### config.mk
export PLATFORM = sky130hd
export DESIGN_NAME = csht_ctrl
export DESIGN_NICKNAME = d
export VERILOG_FILES = /design/src/hw/rtl/csht_pkg.sv /design/src/hw/rtl/csht_ctrl.sv
export SDC_FILE = /design/constraint.sdc
export NUM_CORES = 1
export LEC_CHECK = 0
export ABC_AREA = 0
export BUFFER_PORTS_ARGS = -buffer_cell sky130_fd_sc_hd__buf_2
export CAP_MARGIN = 10
export CORE_MARGIN = 2
export CORE_UTILIZATION = 45
export CTS_CLUSTER_DIAMETER = 150
export DETAILED_ROUTE_END_ITERATION = 12
export PLACE_DENSITY = 0.74
export SLEW_MARGIN = 20
export SYNTH_ARGS = -nofsm -noshare
export SYNTH_HDL_FRONTEND = slang
export SYNTH_SLANG_ARGS = --single-unit
export TNS_END_PERCENT = 50
### constraint.sdc
create_clock -name i_clk -period 1.7 [get_ports i_clk]
set_input_delay 0.34 -clock i_clk [delete_from_list [all_inputs] [get_ports i_clk]]
set_output_delay 0.34 -clock i_clk [all_outputs]
set_load 0.05 [all_outputs]
### src/hw/rtl/csht_pkg.sv
// ----------------------------------------------------------------------------
// csht_pkg: shared types and constants
// Operation and status codes, and the command/status bundles that pass
// between the controller and the datapath.
// ----------------------------------------------------------------------------
package csht_pkg;

    localparam int KEY_CHARS = 7;
    localparam int KEY_W     = 8 * KEY_CHARS;
    localparam int CHAR_W    = 7;
    localparam logic [KEY_W-1:0] KEY_MASK = {KEY_CHARS{8'h7F}};

    localparam int DEF_BUCKETS = 1024;
    localparam int DEF_POOL    = 1024;

    localparam int CFG_W      = 11;
    localparam int CFG_ADDR_W = 1;
    localparam logic [CFG_W-1:0] BCOUNT_RST = 11'd1024;
    localparam logic [7:0]       HBASE_RST  = 8'd53;

    localparam int IN_TDATA_W  = 64;
    localparam int OUT_TDATA_W = 24;

    typedef enum logic [CFG_ADDR_W-1:0] {
        REG_BCOUNT = 1'b0,
        REG_HBASE  = 1'b1
    } t_reg;

    typedef enum logic [1:0] {
        OP_INSERT = 2'd0,
        OP_SEARCH = 2'd1,
        OP_DELETE = 2'd2,
        OP_COUNT  = 2'd3
    } t_op;

    typedef enum logic [1:0] {
        ST_OK   = 2'd0,
        ST_MISS = 2'd1,
        ST_FULL = 2'd2
    } t_status;

    typedef struct packed {
        logic clr;        // clearing pass step
        logic load;       // latch the input request
        logic hash_start;
        logic walk_init;  // latch chain head, length and free stack top
        logic advance;    // move to the next node of the chain
        logic set_miss;
        logic set_full;
        logic ins;
        logic del;
    } t_cmd;

    typedef struct packed {
        t_op  op;
        logic hash_done;
        logic clr_last;
        logic pool_empty;
        logic chain_end;
        logic key_match;
    } t_dp_stat;

endpackage

### src/hw/rtl/csht_ctrl.sv
// ----------------------------------------------------------------------------
// csht_ctrl: request sequencer
// Clearing pass, hash, bucket read, chain walk, update and hand-off.
// ----------------------------------------------------------------------------
module csht_ctrl
    import csht_pkg::*;
(
    input  logic       i_clk,
    input  logic       i_rst_n,
    input  logic       i_in_valid,
    input  logic [1:0] i_in_op,
    input  logic       i_out_free,
    input  t_dp_stat   i_stat,
    output t_cmd       o_cmd,
    output logic       o_ready,
    output logic       o_busy,
    output logic       o_out_load
);

    typedef enum logic [9:0] {
        S_CLEAR = 10'b0000000001,
        S_IDLE  = 10'b0000000010,
        S_HASH  = 10'b0000000100,
        S_BKT   = 10'b0000001000,
        S_BKTW  = 10'b0000010000,
        S_NODE  = 10'b0000100000,
        S_CMP   = 10'b0001000000,
        S_INS   = 10'b0010000000,
        S_DEL   = 10'b0100000000,
        S_DONE  = 10'b1000000000
    } t_state;

    t_state r_state, n_state;

    always_ff @(posedge i_clk) begin
        if (!i_rst_n) r_state <= S_CLEAR;
        else          r_state <= n_state;
    end

    always_comb begin
        n_state    = r_state;
        o_cmd      = '0;
        o_ready    = 1'b0;
        o_out_load = 1'b0;
        case (r_state)
            S_CLEAR: begin
                o_cmd.clr = 1'b1;
                if (i_stat.clr_last) n_state = S_IDLE;
            end
            S_IDLE: begin
                o_ready = 1'b1;
                if (i_in_valid) begin
                    o_cmd.load = 1'b1;
                    if (t_op'(i_in_op) == OP_COUNT) begin
                        n_state = S_DONE;
                    end else begin
                        o_cmd.hash_start = 1'b1;
                        n_state = S_HASH;
                    end
                end
            end
            S_HASH: begin
                if (i_stat.hash_done) n_state = S_BKT;
            end
            S_BKT: n_state = S_BKTW;
            S_BKTW: begin
                o_cmd.walk_init = 1'b1;
                if (i_stat.op != OP_INSERT) begin
                    n_state = S_NODE;
                end else if (i_stat.pool_empty) begin
                    o_cmd.set_full = 1'b1;
                    n_state = S_DONE;
                end else begin
                    n_state = S_INS;
                end
            end
            S_NODE: begin
                if (i_stat.chain_end) begin
                    o_cmd.set_miss = 1'b1;
                    n_state = S_DONE;
                end else begin
                    n_state = S_CMP;
                end
            end
            S_CMP: begin
                if (!i_stat.key_match) begin
                    o_cmd.advance = 1'b1;
                    n_state = S_NODE;
                end else if (i_stat.op == OP_DELETE) begin
                    n_state = S_DEL;
                end else begin
                    n_state = S_DONE;
                end
            end
            S_INS: begin
                o_cmd.ins = 1'b1;
                n_state = S_DONE;
            end
            S_DEL: begin
                o_cmd.del = 1'b1;
                n_state = S_DONE;
            end
            S_DONE: begin
                if (i_out_free) begin
                    o_out_load = 1'b1;
                    n_state = S_IDLE;
                end
            end
            default: n_state = S_CLEAR;
        endcase
    end

    assign o_busy = r_state != S_IDLE;

endmodule

==> out/results.txt <==
P per Cell Area - 1020 mW/mm²
initial DRC count - 30
failing checks - setup timing
FFs w/ async S/R, synth - 0%
met1 Resource Use GR - 41.8%
WS Path Type - reg2reg
most common cell after layout, fill and taps aside - buf_4
Rel. slew slack - 68.8%
worst hold path class - in2reg
CTS sink cnt - 10
Placer Congestion - 0.882
drt pass-1 iters - 4
r2r setup slk - -0.42 ns
CP endpoint kind - flip-flop
Seq cells post-synth - 10
Startpoint Class - flip-flop
Die ar. - 0.00216 mm²
count of pins over their slew limit - 0
Die W - 46.4 µm
Top reg by flops - r_state
nets - 177
Residual DRC - 0
crit path max fanout - 4
global-route wire length before repair - 4.91 mm
largest registers - r_state (10)
Worst-Skew Late Latency - 0.27 ns
routed vias - 1120
IO Pins - 25
Max rail drop VDD - 749 µV
H-tree levels - 1
delay-heaviest family, CP - simple AND/OR/NAND/NOR gates
Post-synth EDFFs - 0
GR peak layer - met2
clock root cell - clkbuf_4
antenna cell count - 0
Worst-path clk slew - 0.07 ns
fin crit period - 2.12 ns
critical path, cell by cell - or4_4 -> buf_6 -> buf_4 -> buf_6 -> or4_4 -> a31oi_4 -> nor3b_2
Min Hold Slack - 0.284 ns
I/O Buffers - 24
final WL - 3.41 mm
Top FF cell, synth - dfxtp_1
WL/cell - 18.1 µm
initial antenna violation count - 0
Worst EP arrival - 2.26 ns
number of global-route vias before repair - 1061
Synth cell types - 38
final period utilization - 124%
pin count of the biggest net entering global routing - 11
max-capacitance violation count - 0
vias per inst - 5.96
Post-DRT Antenna Nets - 0
Final Worst Setup Slack - -0.416 ns
hpwl dp - 1.90 mm
slew of the pin with the lowest slew margin - 0.467 ns
share of cells above drive strength 1 - 63.2%
Post-Syn Area - 811 µm²
Die H - 46.4 µm
area growth from synthesis to layout - 87.7%
final hold vios - 0
Synth warnings - 0
DP Worst Slack - -0.287 ns
global-route usage over all layers - 32.9%
f_max - 473 MHz
status - finished with violations
cts bufs inserted - 3
Post-CTS Hold Buffers - 0
Site Rows - 15
Setup violations, final - 18
Syn Nets - 122
setup repair after global routing missed its margin - true
met2 Track Usage GR - 52.8%
sequential element share of the synthesized area - 24.7%
Synth Area per Inst - 7.44 µm²
crit-path max cell delay - 0.56 ns
worst path bufs/invs - 3
CTS tree - built
Required @ worst endpoint - 1.84 ns
Max clock buf depth - 2
Pleak - 0.630 nW
clock skew - 0.00930 ns
slowest stage cell on the critical path - or4_4
initial cell density of the core - 47.5%
met3 Track Usage GR - 4.71%
Core Box Area - 0.00171 mm²
Largest register FFs - 10
Cells after Synth - 109
most frequent cells in the layout - 30 x buf_4, 14 x buf_6, 12 x buf_2
gr ovfl total - 0
[cell families (layout without fill, tap and decap cells)]
logic type,Yosys count,after routing,share of synthesized area (%)
compound gates,18,18,14.5
xor+xnor,5,5,5.40
buf+inv,17,71,9.72
flops,10,10,24.7
simple gates,59,59,45.7
[report_power, final]
group          switching [mW]  internal (mW)
Clock                  0.0882          0.130
Sequential             0.0206          0.264
Combinational           0.556          0.488
[layer usage]
| layer | vias up | routed length [µm] |
|---|---|---|
| li1 | 515 | - |
| met3 | 16 | 222 |
| met2 | 60 | 1730 |
| met4 | 0 | 114 |
| met1 | 529 | 1350 |
| met5 | - | 0 |
[stage by stage]
stage          std cells  TNS [ns]  util, %  power (mW)  instance area (µm²)
2_1_floorplan        109     -6.34        -       0.781                  866
3_3_place_gp         176     -1.96     68.3       0.957                 1170
5_1_grt              188     -5.34     89.1        1.60                 1520
3_5_place_dp         176     -2.36     68.3       0.972                 1170
4_1_cts              185     -3.90     84.8        1.39                 1450
6_report             188     -4.44     89.1        1.55                 1520
[cells in the mapped netlist, types with 2 or more instances]
cell,number,share of area [%]
nor3_1,5,3.1
xor2_1,3,3.2
nand3_1,6,3.7
inv_1,7,3.2
nand4_1,4,3.1
or4_1,3,2.8
dfxtp_1,10,25
a21oi_1,4,2.5
nand2b_1,3,2.3
nor3b_1,4,3.7
or3_1,2,1.5
clkbuf_1,3,1.4
or2_2,2,1.5
nor4_1,3,2.3
o2111ai_1,2,2.2
buf_2,6,3.7
xnor2_1,2,2.2
nor4_2,2,3.1
o21ai_0,5,3.1
nor2_1,12,5.6
nand2_1,4,1.9
[final cells by class]
class | count | area, µm²
sequential | 10 | 205
tap | 25 | 31.3
fill | 78 | 186
clock buffer | 4 | 36.3
timing repair buffer | 60 | 503
inverter | 7 | 30.0
multi-input combinational | 82 | 716
[path summary, 6_finish.rpt]
kind                                   end        from  cells after the start
worst max-delay path            r_state[1]  r_state[0]                      7
worst max register to register  r_state[1]  r_state[0]                      7
worst min register to register  r_state[4]  r_state[2]                      2
worst min-delay path            r_state[6]   i_stat[1]                      2
[worst reg2reg max path: stages (launching register included)]
cell and delay, ns:
dfxtp_2 0.33, or4_4 0.56, buf_6 0.16, buf_4 0.13, buf_6 0.10, or4_4 0.43, a31oi_4 0.20, nor3b_2 0.07
[repair_timing]
| item | CTS | global route |
|---|---|---|
| hold endpoints to repair | 0 | 0 |
| pin swaps | 15 | 7 |
| buffers inserted | 5 | 3 |
| resized for setup | 59 | 11 |
| endpoints found under the setup margin | 19 | 21 |
(Power assumes the default switching activity.)
